**src/rtl/text_console_char_writer_top_assert.svh**
```systemverilog
// Assertion macros for the text console character writer.
`ifndef TEXT_CONSOLE_CHAR_WRITER_TOP_ASSERT_SVH
`define TEXT_CONSOLE_CHAR_WRITER_TOP_ASSERT_SVH

// Same-cycle implication, checked on every rising edge outside reset.
`define TCW_ASSERT_IMP(label, ante, cons, msg) \
    label: assert property (@(posedge clk) disable iff (!rst_n) (ante) |-> (cons)) \
        else $error(msg);

// Next-cycle implication, checked on every rising edge outside reset.
`define TCW_ASSERT_NEXT(label, ante, cons, msg) \
    label: assert property (@(posedge clk) disable iff (!rst_n) (ante) |=> (cons)) \
        else $error(msg);

`endif

```
**src/rtl/tcw_pkg.sv**
```systemverilog
// Shared types and constants of the text console character writer.
package tcw_pkg;

    // command codes carried in tuser
    localparam logic [1:0] CMD_PUT    = 2'd0;
    localparam logic [1:0] CMD_CLEAR  = 2'd1;
    localparam logic [1:0] CMD_READ   = 2'd2;
    localparam logic [1:0] CMD_REDRAW = 2'd3;

    // control characters of a put
    localparam logic [7:0] CHAR_BACKSPACE = 8'd8;
    localparam logic [7:0] CHAR_NEWLINE   = 8'd10;
    localparam logic [7:0] CHAR_RETURN    = 8'd13;

    localparam int IN_TDATA_W  = 24;
    localparam int IN_TUSER_W  = 2;
    localparam int OUT_TDATA_W = 32;

    localparam int QUEUE_DEPTH = 2;
    localparam int QUEUE_PTR_W = $clog2(QUEUE_DEPTH);
    localparam int QUEUE_CNT_W = $clog2(QUEUE_DEPTH + 1);
    localparam logic [QUEUE_PTR_W-1:0] QUEUE_LAST = QUEUE_PTR_W'(QUEUE_DEPTH - 1);

    // request class decided by the front end
    typedef enum logic [2:0] {
        K_NEWLINE,
        K_RETURN,
        K_BACKSPACE,
        K_PRINT,
        K_CLEAR,
        K_READ,
        K_REDRAW
    } kind_t;

    typedef struct packed {
        kind_t      kind;
        logic [7:0] char_code;
        logic [4:0] read_row;
        logic [5:0] read_col;
    } req_t;

    typedef struct packed {
        logic valid;
        req_t req;
    } qitem_t;

endpackage

```
**src/rtl/tcw_front.sv**
```systemverilog
// Front end: takes input requests and classifies them for the queue.
module tcw_front (
    input  logic                             s_axis_tvalid,
    output logic                             s_axis_tready,
    input  logic [tcw_pkg::IN_TDATA_W-1:0]   s_axis_tdata,
    input  logic [tcw_pkg::IN_TUSER_W-1:0]   s_axis_tuser,
    input  logic                             q_full,
    output tcw_pkg::qitem_t                  push_item
);
    import tcw_pkg::*;

    assign s_axis_tready = !q_full;

    always_comb
    begin
        push_item.valid         = s_axis_tvalid && !q_full;
        push_item.req.char_code = s_axis_tdata[7:0];
        push_item.req.read_row  = s_axis_tdata[12:8];
        push_item.req.read_col  = s_axis_tdata[18:13];
        case (s_axis_tuser)
            CMD_PUT:
            begin
                case (s_axis_tdata[7:0])
                    CHAR_NEWLINE:   push_item.req.kind = K_NEWLINE;
                    CHAR_RETURN:    push_item.req.kind = K_RETURN;
                    CHAR_BACKSPACE: push_item.req.kind = K_BACKSPACE;
                    default:        push_item.req.kind = K_PRINT;
                endcase
            end
            CMD_CLEAR:  push_item.req.kind = K_CLEAR;
            CMD_READ:   push_item.req.kind = K_READ;
            CMD_REDRAW: push_item.req.kind = K_REDRAW;
            default:    push_item.req.kind = K_REDRAW;
        endcase
    end

endmodule

```
**config.mk**
```make
export PLATFORM = sky130hd
export DESIGN_NAME = tcw_front
export DESIGN_NICKNAME = d
export VERILOG_FILES = /design/src/rtl/text_console_char_writer_top_assert.svh /design/src/rtl/tcw_pkg.sv /design/src/rtl/tcw_front.sv
export SDC_FILE = /design/constraint.sdc
export NUM_CORES = 1
export LEC_CHECK = 0
export BUFFER_PORTS_ARGS = -buffer_cell sky130_fd_sc_hd__buf_2
export CORE_AREA = 3 3 40 42
export DETAILED_ROUTE_END_ITERATION = 6
export DIE_AREA = 0 0 43 45
export SLEW_MARGIN = 20
export SYNTH_ARGS = -nofsm -noshare
export SYNTH_HDL_FRONTEND = slang
export SYNTH_SLANG_ARGS = --single-unit
```
**constraint.sdc**
```tcl
create_clock -name vclk -period 1.3
set_clock_uncertainty 0.15 [all_clocks]
set_input_delay 0.13 -clock vclk [all_inputs]
set_output_delay 0.13 -clock vclk [all_outputs]
set_load 0.02 [all_outputs]
```
### Yosys cells after proc, flatten, opt, wreduce, memory -nomap -nowiden

Index checks and enable logic that the tools add are counted.

| word-level totals | value |
|---|---|
| flip-flop bits (word level) | 0 |
| word-level logic and storage cells | 11 |
| output and inout port bits | 24 |
| input port bits | 28 |

| cells by class | value |
|---|---|
| reduce and logical (&&, ||, !) cells | 3 |
| mux-type cells | 2 |
| equal/unequal tests | 6 |

Operators by type and width:

| kind | count |
|---|---|
| equality test 8 x 4 -> 1 bit (second input constant) | 3 |
| case mux 3 bit (4 select lines) | 1 |
| case mux 2 bit (3 select lines) | 1 |
| equality test 2 bit (second input constant) | 2 |
| equality test 2 x 1 -> 1 bit (second input constant) | 1 |
| zero test 2 bit | 1 |
| logical AND 1 bit | 1 |
| zero test 1 bit | 1 |

### Logic depth before layout (Yosys ltp)

| depth | value |
|---|---|
| depth in word-level cells | 3 |
| gate-level depth with buffers | 3 |
| depth with buffers taken out | 3 |

### Worst setup path before layout

Ideal clock, no wire load.

| timing | value |
|---|---|
| path type | input to output |
| start | in s_axis_tdata[0] (netlist name) |
| end | out push_item[20] (netlist name) |
| stages | 3 |
| slack | 0.125 ns |
| buffers on the path | 0 |
| data arrival time | 0.895 ns |
| data required time | 1.020 ns |
| cell sequence | or3b_1 > a211oi_2 > o21ai_1 |

RTL lines:

| element | RTL line | text |
|---|---|---|
| from (decl) | tcw_front.sv:5 | `input logic [tcw_pkg::IN_TDATA_W-1:0] s_axis_tdata,` |
| to (decl) | tcw_front.sv:8 | `output tcw_pkg::qitem_t push_item` |

==> flow_metrics.tcl <==
set metrics [dict create \
    cp_num_cells 5 \
    setup_viol 0 \
    insertedDiodeCount 0 \
    route.detailed.drc 0 \
    start_kind "primary input" \
    num_io_pins 52 \
    wl_per_cell_um 8.38 \
    num_rows 13 \
    p_per_area_mw_per_mm2 377 \
    drtAntennaViolNets 0 \
    status "finished clean" \
    syn-num-nets 60 \
    syn_area_per_cell_um2 7.19 \
    viasPerCell 3.80 \
    dr_wl_met3_um 108 \
    grt_overflow 0 \
    crit_arrival_ns 1.01 \
    io_buffers 25 \
    maxSlewHeadroom_pct 88.4 \
    ys_types 14 \
    cp_slowest_cell "or3b_4" \
    post-route-period-util_pct 99.1 \
    finalCriticalPeriod_ns 1.29 \
    grt_setup_unrepaired "yes" \
    seq_cells 0 \
    nClkBuffers 0 \
    syn2layout_area_growth_pct 14.1 \
    die_x_um 43 \
    num_vias 209 \
    syn_inst 32 \
    grt_max_degree 4 \
    post_cts_buffers 0 \
    gp_congestion 0.605 \
    ys.warnings.count 0 \
    synth_top_area_share_pct 62.0 \
    synth_most_common_cell "buf_4" \
    wl_met1_um 142 \
    end_kind "output pin" \
    first_pass_iters 4 \
    grtUsageTotal_pct 4.06 \
    slowest_delay_ns 0.38 \
    start_util_pct 17.9 \
    crit_path_max_fanout 2 \
    grt_pass1_wl_um 669 \
    core_mm2 0.00128 \
    regArea_um2 0 \
    top_layer_used "met4" \
    hold_path_depth 0 \
    worst-path-buf-inv 2 \
    required_ns 1.02 \
    synth.area.top_cells "buf_4, nand2b_4, a211oi_2" \
    drv_cap 0 \
    path_cells "buf_6, or3b_4, a211oi_2, o21ai_1, buf_4" \
    tightest_slew_ns 0.173 \
    final_nets 70 \
    fillers 141 \
    multi_input_comb_area_um2 91.3 \
    crit_type "in2out" \
    synth_area_leader_cell "buf_4" \
    hold_viol_final 0 \
    slew_violations 0 \
    die_h_um 45 \
    worst_path_dominant_cell_family "simple AND/OR/NAND/NOR gates" \
    antenna_found_initial 0 \
    yosysSeqAreaShare_pct 0 \
    hold_path_class "in2out" \
    syn_area_um2 230 \
    p_leak_nw 0.145 \
    grt_pass1_vias 180 \
    wl_met2_um 206 \
    hpwl_um 399 \
    floorplan.die_area_mm2 0.00194 \
    vdd_drop_max_mv 0.0707 \
    max_freq_mhz 777 \
    final_layout_size_suffix_gt1_share_pct 80.0 \
    drt_iter0_drc 1 \
    drt-total-wl_um 461 \
    p_total_mw 0.0991 \
    fin_tns_setup_ns 0 \
]
-- final cells by class --
class | count | area share [%]
multi-input cells | 12 | 34.8
well taps | 15 | 7.14
repair buffers | 27 | 56.7
inverters | 1 | 1.43
-- path summary, 6_finish.rpt --
| check | from | to |
|---|---|---|
| setup / recovery | s_axis_tdata[2] | push_item[20] |
| hold / removal | s_axis_tdata[12] | push_item[10] |
-- cells in the final DEF, fill, tap and decap left out --
cell / netlist / routed
nor2b_1: 1 / 1
buf_6: 0 / 1
or3_4: 0 / 1
nor2_1: 1 / 1
buf_4: 19 / 3
o21ai_1: 1 / 1
nand2b_4: 1 / 1
or3b_4: 0 / 1
buf_2: 0 / 23
a21oi_1: 1 / 1
nor3_1: 1 / 1
nand2_1: 1 / 1
or2_2: 1 / 1
inv_1: 1 / 1
a211oi_2: 1 / 1
nand3b_1: 1 / 1
-- kinds of logic (layout without fill, tap and decap cells) --
logic type / count (synthesis) / in the layout / synth area share (%)
and+or+nand+nor: 9 / 9 / 26.6
buffers and inverters: 20 / 28 / 63.6
AOI/OAI and AO/OA: 3 / 3 / 9.78
-- power breakdown --
part	internal, mW	total [mW]	switching, mW
Combinational	0.0454	0.0991	0.0537
Clock	0	0	0
Sequential	0	0	0
Total	0.0454	0.0991	0.0537
-- stage by stage --
step / std cells / hold WS (ns) / area, µm² / setup WS, ns / util, %
after detailed placement: 55 / 0.110 / 246 / -0.0537 / 19.2
after floorplan: 32 / 0.187 / 230 / 0.125 / -
after global placement: 55 / 0.110 / 246 / -0.0639 / 19.2
after global routing: 55 / 0.110 / 263 / -0.0648 / 20.4
final: 55 / 0.110 / 263 / 0.0123 / 20.4
after CTS: 55 / 0.110 / 260 / -0.00386 / 20.3
-- routing by layer --
metal | GRT usage, % | vias up
met5 | 0 | -
met4 | 1.20 | 0
met3 | 1.20 | 2
li1 | - | 101
met2 | 6.89 | 17
met1 | 5.00 | 89
-- repair_timing --
| action | CTS | global route |
|---|---|---|
| setup endpoints to repair | 1 | 1 |
| hold buffers | 0 | 0 |
| gates resized for setup | 3 | 1 |
| pin swaps | 3 | 0 |
Note: power is estimated with default switching activity, not from simulation.
