`src/rtl/text_console_char_writer_top_assert.svh`:
```
// Assertion macros for the text console character writer.
`ifndef TEXT_CONSOLE_CHAR_WRITER_TOP_ASSERT_SVH
`define TEXT_CONSOLE_CHAR_WRITER_TOP_ASSERT_SVH

// Same-cycle implication, checked on every rising edge outside reset.
`define TCW_ASSERT_IMP(label, ante, cons, msg) \
    label: assert property (@(posedge clk) disable iff (!rst_n) (ante) |-> (cons)) \
        else $error(msg);

// Next-cycle implication, checked on every rising edge outside reset.
`define TCW_ASSERT_NEXT(label, ante, cons, msg) \
    label: assert property (@(posedge clk) disable iff (!rst_n) (ante) |=> (cons)) \
        else $error(msg);

`endif

```
`src/rtl/tcw_pkg.sv`:
```
// Shared types and constants of the text console character writer.
package tcw_pkg;

    // command codes carried in tuser
    localparam logic [1:0] CMD_PUT    = 2'd0;
    localparam logic [1:0] CMD_CLEAR  = 2'd1;
    localparam logic [1:0] CMD_READ   = 2'd2;
    localparam logic [1:0] CMD_REDRAW = 2'd3;

    // control characters of a put
    localparam logic [7:0] CHAR_BACKSPACE = 8'd8;
    localparam logic [7:0] CHAR_NEWLINE   = 8'd10;
    localparam logic [7:0] CHAR_RETURN    = 8'd13;

    localparam int IN_TDATA_W  = 24;
    localparam int IN_TUSER_W  = 2;
    localparam int OUT_TDATA_W = 32;

    localparam int QUEUE_DEPTH = 2;
    localparam int QUEUE_PTR_W = $clog2(QUEUE_DEPTH);
    localparam int QUEUE_CNT_W = $clog2(QUEUE_DEPTH + 1);
    localparam logic [QUEUE_PTR_W-1:0] QUEUE_LAST = QUEUE_PTR_W'(QUEUE_DEPTH - 1);

    // request class decided by the front end
    typedef enum logic [2:0] {
        K_NEWLINE,
        K_RETURN,
        K_BACKSPACE,
        K_PRINT,
        K_CLEAR,
        K_READ,
        K_REDRAW
    } kind_t;

    typedef struct packed {
        kind_t      kind;
        logic [7:0] char_code;
        logic [4:0] read_row;
        logic [5:0] read_col;
    } req_t;

    typedef struct packed {
        logic valid;
        req_t req;
    } qitem_t;

endpackage

```
`src/rtl/tcw_queue.sv`:
```
// Short request queue between the front end and the back end.
module tcw_queue (
    input  logic            clk,
    input  logic            rst_n,
    input  tcw_pkg::qitem_t push_item,
    output logic            full,
    input  logic            pop,
    output tcw_pkg::qitem_t head
);
    import tcw_pkg::*;

    req_t                   slot_reg [QUEUE_DEPTH];
    logic [QUEUE_PTR_W-1:0] wr_ptr_reg, wr_ptr_next;
    logic [QUEUE_PTR_W-1:0] rd_ptr_reg, rd_ptr_next;
    logic [QUEUE_CNT_W-1:0] count_reg, count_next;
    logic                   do_push, do_pop;

    assign full       = (count_reg == QUEUE_CNT_W'(QUEUE_DEPTH));
    assign head.valid = (count_reg != '0);
    assign head.req   = slot_reg[rd_ptr_reg];
    assign do_push    = push_item.valid && !full;
    assign do_pop     = pop && head.valid;

    always_comb
    begin
        wr_ptr_next = wr_ptr_reg;
        rd_ptr_next = rd_ptr_reg;
        count_next  = count_reg;
        if (do_push)
            wr_ptr_next = (wr_ptr_reg == QUEUE_LAST) ? '0 : wr_ptr_reg + 1'b1;
        if (do_pop)
            rd_ptr_next = (rd_ptr_reg == QUEUE_LAST) ? '0 : rd_ptr_reg + 1'b1;
        if (do_push && !do_pop)
            count_next = count_reg + 1'b1;
        else if (do_pop && !do_push)
            count_next = count_reg - 1'b1;
    end

    always_ff @(posedge clk or negedge rst_n)
    begin
        if (!rst_n)
        begin
            wr_ptr_reg <= '0;
            rd_ptr_reg <= '0;
            count_reg  <= '0;
        end
        else
        begin
            wr_ptr_reg <= wr_ptr_next;
            rd_ptr_reg <= rd_ptr_next;
            count_reg  <= count_next;
        end
    end

    always_ff @(posedge clk)
    begin
        if (do_push)
            slot_reg[wr_ptr_reg] <= push_item.req;
    end

endmodule

```
`config.mk`:
```
export PLATFORM = sky130hd
export DESIGN_NAME = tcw_queue
export DESIGN_NICKNAME = d
export VERILOG_FILES = /design/src/rtl/text_console_char_writer_top_assert.svh /design/src/rtl/tcw_pkg.sv /design/src/rtl/tcw_queue.sv
export SDC_FILE = /design/constraint.sdc
export NUM_CORES = 1
export LEC_CHECK = 0
export BUFFER_PORTS_ARGS = -buffer_cell sky130_fd_sc_hd__buf_2
export CAP_MARGIN = 10
export CELL_PAD_IN_SITES_DETAIL_PLACEMENT = 1
export CELL_PAD_IN_SITES_GLOBAL_PLACEMENT = 1
export CORE_MARGIN = 3
export CORE_UTILIZATION = 40
export DETAILED_ROUTE_END_ITERATION = 12
export HOLD_SLACK_MARGIN = 0.05
export PLACE_DENSITY = 0.74
export SYNTH_ARGS = -nofsm -noshare
export SYNTH_HDL_FRONTEND = slang
export SYNTH_SLANG_ARGS = --single-unit
```
`constraint.sdc`:
```
create_clock -name clk -period 5.2 [get_ports clk]
set_clock_uncertainty 0.1 [all_clocks]
set_input_delay 0.26 -clock clk [delete_from_list [all_inputs] [get_ports clk]]
set_output_delay 0.26 -clock clk [all_outputs]
set_load 0.02 [all_outputs]
```
-- Yosys cells after proc, flatten, opt, wreduce, memory -nomap -nowiden
Memories as Yosys holds them, arrays and structs flattened.
Index checks and enable logic that the tools add are counted.
- bits in registers: 4
- RAM bits: 44
- input bits: 26
- output and inout bits: 24
- word-level logic and storage cells: 24
- memories kept: 1
- $add $sub $neg: 4
- equality and inequality tests: 1
- muxes and demuxes: 6
- reduce and logical (&&, ||, !) cells: 9
- memories (name ; words ; bits a word ; read ports ; clocked after Yosys merged registers in ; write ports ; RTL line ; text):
    slot_reg ; 2 ; 22 ; 1 ; 0 ; 1 ; tcw_queue.sv:12 ; req_t slot_reg [QUEUE_DEPTH];
- operator list (operator ; number):
    logical AND 1 bit ; 4
    2-to-1 mux 1 bit ; 4
    2-to-1 mux 2 bit ; 2
    nonzero test 2 bit ; 2
    logical NOT 1 bit ; 3
    adder 1 bit (second input constant) ; 2
    adder 2 x 1 -> 2 bit (second input constant) ; 1
    equality test 2 bit (second input constant) ; 1
    subtractor 2 x 1 -> 2 bit (second input constant) ; 1

-- Logic depth before layout (Yosys ltp)
Gate-level depths: netlist of run 1.
- depth after elaboration: 7
- depth in mapped cells: 7
- gate-level depth less buffers: 7

-- Least setup slack after synthesis of run 1
OpenSTA, ideal clock, no wires.
- path type: flip-flop to flip-flop
- start: register count_reg[0]
- end: memory slot_reg[0][0] (netlist name) (enable)
- library setup time: 401 ps
- arrival time: 1565 ps
- required time: 4699 ps
- setup slack: 3135 ps
- cell stages (with the launch flop): 4
- buffers on the path: 0
- period minus slack after synthesis: 2065 ps
- cells stage by stage: dfrtp_1 -> nand2b_1 -> nand2_1 -> nor2_1
- longest elaborated chain between the ends: 5
- RTL lines (item ; RTL line ; text):
    start: declaration ; tcw_queue.sv:15 ; logic [QUEUE_CNT_W-1:0] count_reg, count_next;
    start signal: assignment ; tcw_queue.sv:51 ; count_reg <= count_next;
    equality test 2 bit ; tcw_queue.sv:18 ; assign full = (count_reg == QUEUE_CNT_W'(QUEUE_DEPTH));
    logical NOT 1 bit ; tcw_queue.sv:21 ; assign do_push = push_item.valid && !full;
    logical AND 1 bit ; tcw_queue.sv:21 ;
    2-to-1 mux 1 bit ; tcw_queue.sv:57 ; if (do_push)
    2-to-1 mux 1 bit (not written as such) ; tcw_queue.sv:58 ; slot_reg[wr_ptr_reg] <= push_item.req;
    end: declaration ; tcw_queue.sv:12 ;
Every way passes these cells.

==> results of run 1 <==
[report_power, final]
group          switching (W)  leakage [nW]  internal [W]  total (W)
logic               0.000240         0.421      0.000185   0.000424
clock network       0.000120        0.0541      0.000142   0.000262
registers          0.0000634         0.455      0.000532   0.000596
[per-layer routing]
layer,wire length [um],vias to the layer above
met4,19,0
met3,249,4
met5,0,-
li1,-,474
met2,1760,41
met1,1380,503
[metrics by stage]
step	total power [W]	utilization (%)	cell area, um^2	setup WS, ns	hold WS (ns)
after global routing	0.00136	57.3	2390	2.83	0.0506
final	0.00128	57.3	2390	2.94	0.0633
after floorplan	0.000895	-	1790	3.13	-0.136
after detailed placement	0.00103	49.8	2080	3.09	-0.0269
after CTS	0.00130	56.3	2350	2.90	0.0515
after global placement	0.00101	49.8	2080	3.21	-0.0305
[synth_stat cells (all sizes together)]
library cell	count
dfrtp	4
buf	2
or2	1
nand2	2
and3	1
xnor2	3
xor2	2
ha	1
edfxtp	44
nand2b	1
mux2	22
inv	2
nor2	2
[worst max-delay path by stage]
stage / endpoint / slack (ns) / cells after the start
2_1_floorplan: slot_reg[0][0] / 3.13 / 3
3_3_place_gp: slot_reg[0][17] / 3.21 / 3
3_5_place_dp: slot_reg[0][17] / 3.09 / 3
4_1_cts: head[11] / 2.90 / 2
5_1_grt: head[11] / 2.83 / 2
6_report: head[11] / 2.94 / 2
[area by class of cell]
type | instances | area [um^2]
clock buffer | 5 | 68.8
clock inverter | 3 | 42.5
fill | 406 | 1780
inverter | 2 | 7.51
multi-input combinational | 35 | 343
sequential | 48 | 1420
tap | 50 | 62.6
timing repair buffer | 69 | 445
[worst max-delay path, stage by stage, from the launching register on]
cell and delay (ns):
dfrtp_1 1.00, mux2_2 0.44, buf_2 0.16
[cell families (layout without fill, tap and decap cells)]
family / count (synthesis) / in the layout / share of synthesized area, %
buffers and inverters: 4 / 79 / 1.68
muxes: 22 / 22 / 13.8
adders and majority gates: 1 / 1 / 0.698
and+or+nand+nor: 7 / 7 / 2.03
xor gates and xnor gates: 5 / 5 / 2.44
DFF: 48 / 48 / 79.3
[placed cells by master (no fill, tap or decap), drive strengths merged]
cell         Yosys  layout
and3             1       1
buf              2      49
bufinv           0       1
clkbuf           0       5
clkinv           0       1
clkinvlp         0       1
dfrtp            4       4
dlygate4sd3      0      20
edfxtp          44      44
ha               1       1
inv              2       2
mux2            22      22
nand2            2       2
nand2b           1       1
nor2             2       2
or2              1       1
xnor2            3       3
xor2             2       2
[timing repair]
item,CTS,global route
hold buffers,16,4
gates resized for setup,0,0
hold endpoints to repair,33,8
buffers inserted,0,0
==> flow_metrics.env, run 1 <==
export IMPL_status="finished clean"
export IMPL_avgSynthCellArea_um2=20.6
export IMPL_min_to="slot_reg[0][1]"
export IMPL_clkSlewWorstSetupHoldPaths_ns=0.09
export IMPL_crit_start="rd_ptr_reg"
export IMPL_path_max_fanout=23
export IMPL_ant_nets=0
export IMPL_grt_max_degree=24
export IMPL_ys_seq_area_share_pct=79.3
export IMPL_wl_per_cell_um=16.1
export IMPL_grt_pass1_vias=1096
export IMPL_start_util_pct=42.9
export IMPL_yosys_area_top_type_share_pct=73.7
export IMPL_gp_congestion=0.687
export IMPL_ir_drop_v=0.000433
export IMPL_route_detailed_drc=0
export IMPL_nNetsFinal=188
export IMPL_overflow=0
export IMPL_r2r_slack_ns=3.16
export IMPL_yosys_cell_types_count=14
export IMPL_synth_area_top_cells="edfxtp_1, mux2_2, dfrtp_1, xnor2_1, buf_6"
export IMPL_slew_viol_final=0
export IMPL_synthCells=87
export IMPL_r2r_start="count_reg[0]"
export IMPL_hold_viol=0
export IMPL_synth_seq_cells=48
export IMPL_synth_area_um2=1790
export IMPL_finalCritPeriodShare_pct=43.4
export IMPL_cts_buffer_depth=2
export IMPL_setup_viol=0
export IMPL_grt_usage_pct=13.5
export IMPL_cap_violations=0
export IMPL_min_from="push_item[1]"
export IMPL_arrival_ns=1.90
export IMPL_cts_buffers=5
export IMPL_r2r_cells=3
export IMPL_use_met3_pct=5.65
export IMPL_placed_cells=184
export IMPL_grt_use_met2_pct=24.1
export IMPL_firstDrtPassIters=4
export IMPL_cts_sinks=48
export IMPL_tightest_slew_ns=1.12
export IMPL_die_area_um2=5320
export IMPL_vias=1022
export IMPL_path_class="reg2out"
export IMPL_holdPathStages=1
export IMPL_ios=50
export IMPL_cts_tree="done"
export IMPL_layout_drive_gt1_share_pct=50.0
export IMPL_start_kind="flip-flop"
export IMPL_viasPerCell=4.82
export IMPL_yosysWarningCount=0
export IMPL_clock_latency_ns=0.29
export IMPL_critPathRequiredTime_ns=4.84
export IMPL_place_hpwl_um=2220
export IMPL_max_freq_ghz=0.443
export IMPL_r2r_end="slot_reg[0][16]"
export IMPL_grtUsageMet1_pct=14.5
export IMPL_drt_iter0_drc=92
export IMPL_critPathCaptureType="output pin"
export IMPL_largest_reg_flops=44
export IMPL_final_cells=212
export IMPL_die_h_um=72.9
export IMPL_yosys_area_top_type="edfxtp_1"
export IMPL_p_leak_nw=0.931
export IMPL_core_rowCount=23
export IMPL_die_x_um=72.9
export IMPL_busiest_layer="met2"
export IMPL_root_buffer="clkbuf_8"
export IMPL_portBuffers=49
export IMPL_fp_coreArea_um2=4170
export IMPL_synth_fp_nets=114
export IMPL_antenna_found_initial=0
export IMPL_tns_ns=0
export IMPL_hold_class="in2reg"
export IMPL_powerDensity_nw_per_um2=536
export IMPL_htreeDepth=2
export IMPL_wl_um=3410
export IMPL_grt_setup_unrepaired="false"
export IMPL_syn_to_final_growth_pct=33.4
export IMPL_period_minus_slack_ns=2.26
export IMPL_maxSlewHeadroom_pct=25.3
export IMPL_diodes=0
export IMPL_grt_pass1_wl_um=5150
(Power assumes the default switching activity.)
==> run 2: changes to the inputs <==
--- a/config.mk
+++ b/config.mk
@@ -5,12 +5,13 @@
 export SDC_FILE = /design/constraint.sdc
 export NUM_CORES = 1
 export LEC_CHECK = 0
+export ABC_AREA = 1
 export BUFFER_PORTS_ARGS = -buffer_cell sky130_fd_sc_hd__buf_2
 export CAP_MARGIN = 10
 export CELL_PAD_IN_SITES_DETAIL_PLACEMENT = 1
 export CELL_PAD_IN_SITES_GLOBAL_PLACEMENT = 1
 export CORE_MARGIN = 3
-export CORE_UTILIZATION = 40
+export CORE_UTILIZATION = 36
 export DETAILED_ROUTE_END_ITERATION = 12
 export HOLD_SLACK_MARGIN = 0.05
 export PLACE_DENSITY = 0.74
==> constraint.sdc (replaced) <==
create_clock -name clk -period 1.9 [get_ports clk]
set_clock_uncertainty 0.1 [all_clocks]
set_input_delay 0.095 -clock clk [delete_from_list [all_inputs] [get_ports clk]]
set_output_delay 0.095 -clock clk [all_outputs]
set_load 0.02 [all_outputs]
==> run 2 against run 1 <==
Worst setup slack got worse by 2.7 ns. Utilization decreased by 4.7 points. Largest cell class unchanged. Worst hold slack improved by 0.35 ns.
==> flow_metrics.env, run 2 <==
export IMPL_cts_buffers=5
export IMPL_path_cells="inv_1 -> nor2_2 -> nor2_1 -> nand2_1 -> inv_1 -> buf_4"
export IMPL_firstDrtPassIters=4
export IMPL_powerDensity_nw_per_um2=1470
export IMPL_grt_pass1_vias=1466
export IMPL_dpl_cell_area_um2=2160
export IMPL_critPathCaptureType="flip-flop"
export IMPL_r2r_end="slot_reg[0][14]"
export IMPL_max_freq_ghz=0.620
export IMPL_avgSynthCellArea_um2=12.6
export IMPL_nNetsFinal=255
export IMPL_finalCritPeriodShare_pct=84.9
export IMPL_gp_congestion=0.801
export IMPL_tightest_slew_ns=0.387
export IMPL_portBuffers=49
export IMPL_largest_reg_flops=44
export IMPL_vias=1301
export IMPL_cts_buffer_depth=2
export IMPL_wl_per_cell_um=14.6
export IMPL_synth_edf_count=44
export IMPL_layout_commonest_cell="nand2_1"
export IMPL_synth_area_um2=1840
export IMPL_min_from="push_item[21]"
export IMPL_synth_commonest_cells="nand2_1, edfxtp_1, inv_1"
export IMPL_syn_to_final_growth_pct=37.9
export IMPL_path_class="reg2reg"
export IMPL_yosys_area_top_type_share_pct=71.9
export IMPL_hold_viol=0
export IMPL_ir_drop_v=0.000738
export IMPL_synthArstFlopShare_pct=8.33
export IMPL_yosysWarningCount=0
export IMPL_fin_ws_ns=0.287
export IMPL_grt_usage_pct=16.0
export IMPL_max_stage_delay_ns=0.39
export IMPL_status="finished clean"
export IMPL_p_leak_nw=1.13
export IMPL_tns_ns=0
export IMPL_synth_seq_cells=48
export IMPL_die_h_um=77.4
export IMPL_grt_max_degree=24
export IMPL_min_to="slot_reg[0][21]"
export IMPL_final_cell_mix="nand2_1, buf_2, edfxtp_1"
export IMPL_holdPathStages=2
export IMPL_drt_iter0_drc=79
export IMPL_cap_violations=0
export IMPL_slew_viol_final=0
export IMPL_post_place_ws_ns=0.286
export IMPL_die_x_um=77.4
export IMPL_r2r_slack_ns=0.29
export IMPL_fp_coreArea_um2=4820
export IMPL_yosys_cell_types_count=15
export IMPL_r2r_cells=6
export IMPL_ios=50
export IMPL_ys_seq_area_share_pct=77.4
export IMPL_viasPerCell=4.40
export IMPL_synth_most_common_cell="nand2_1"
export IMPL_synth_fp_nets=173
export IMPL_cts_tree="done"
export IMPL_synthCells=146
export IMPL_postCtsSetupBuffers=0
export IMPL_arrival_ns=1.49
export IMPL_route_detailed_drc=0
export IMPL_core_rowCount=25
export IMPL_wl_um=4310
export IMPL_ant_nets=0
export IMPL_maxSlewHeadroom_pct=74.2
export IMPL_grt_pass1_wl_um=7190
export IMPL_antenna_found_initial=0
export IMPL_holdWs_ns=0.408
export IMPL_finalPower_w=0.00373
export IMPL_hold_class="in2reg"
export IMPL_place_hpwl_um=2830
export IMPL_start_kind="flip-flop"
export IMPL_root_buffer="clkbuf_8"
export IMPL_worst_path_max_delay_cell="dfrtp_1"
export IMPL_diodes=0
export IMPL_clkSlewWorstSetupHoldPaths_ns=0.09
export IMPL_htreeDepth=2
export IMPL_yosys_area_top_type="edfxtp_1"
export IMPL_design_area_um2=2530
export IMPL_path_max_fanout=22
export IMPL_synth_area_top_cells="edfxtp_1, nand2_1, dfrtp_1, inv_1, buf_6"
export IMPL_r2r_start="count_reg[1]"
export IMPL_clock_latency_ns=0.30
export IMPL_grt_setup_unrepaired="false"
export IMPL_critPathRequiredTime_ns=1.78
export IMPL_die_area_um2=6000
export IMPL_overflow=0
export IMPL_setup_viol=0
export IMPL_start_util_pct=38.1
export IMPL_crit_top_cell="inv_1"
export IMPL_period_minus_slack_ns=1.61
export IMPL_cts_sinks=48
export IMPL_layout_drive_gt1_share_pct=28.4
export IMPL_yosys_most_used_dff="edfxtp_1"
run 2: cell count changes in the layout (fill, tap and decap cells not counted), sizes merged, moves of 2 or more:
| cell | before | now |
|---|---|---|
| nand2 | 2 | 77 |
| mux2 | 22 | 0 |
| dlygate4sd3 | 20 | 26 |
| inv | 2 | 8 |
| buf | 49 | 53 |
| nand3 | 0 | 2 |
| xnor2 | 3 | 1 |
| xor2 | 2 | 0 |
run 2: logic make-up (layout without fill, tap and decap cells):
| group | count (synthesis) | in the layout | share of synthesized area, % |
|---|---|---|---|
| simple gates | 83 | 83 | 17.5 |
| xor+xnor | 1 | 1 | 0.477 |
| buf+inv | 12 | 95 | 3.68 |
| fa+ha+maj | 1 | 1 | 0.681 |
| compound gates | 1 | 1 | 0.272 |
| flops | 48 | 48 | 77.4 |
run 2: repair_timing:
action                                  4_1_cts  5_1_grt
hold endpoints to repair                     50        0
hold buffers                                 26        0
endpoints found under the setup margin        0        0
resized for setup                             0        0
run 2: worst max path at each step:
stage,start,end
finish,count_reg[1],slot_reg[0][14]
global route,count_reg[1],slot_reg[0][5]
CTS,count_reg[1],slot_reg[0][20]
detailed placement,count_reg[1],slot_reg[0][7]
global placement,count_reg[1],slot_reg[0][7]
floorplan,count_reg[1],slot_reg[1][0]
run 2: power breakdown:
group	internal (W)	switching [W]
combinational	0.000446	0.00102
clock	0.000389	0.000341
sequential	0.00145	0.0000871
total	0.00228	0.00145
run 2: area by class of cell:
type                            instances  area, um^2
Clock buffer                            5        68.8
Clock inverter                          3        42.5
Fill cell                             547        2280
Inverter                                8        30.0
Multi-Input combinational cell         86         350
Sequential cell                        48        1420
Tap cell                               67        83.8
Timing Repair Buffer                   79         536
run 2: per-stage QoR:
stage                     instances  utilization, %
after global placement          262            44.9
after global routing            296            52.6
final                           296            52.6
after detailed placement        262            44.9
after floorplan                 146               -
after CTS                       296            52.6
run 2: worst max-delay path, delay by kind of cell, from the launching register on:
| kind | cells | cell delay [ns] |
|---|---|---|
| flops | 1 | 0.39 |
| simple gates | 3 | 0.29 |
| buf+inv | 3 | 0.51 |
run 2: per-layer routing:
| metal | vias to the layer above | GRT usage, % | share of wire [%] |
|---|---|---|---|
| li1 | 641 | - | - |
| met1 | 621 | 17.9 | 41 |
| met2 | 31 | 28.6 | 53 |
| met3 | 8 | 4.99 | 4.7 |
| met4 | 0 | 5.87 | 1.7 |
| met5 | - | 0 | 0 |
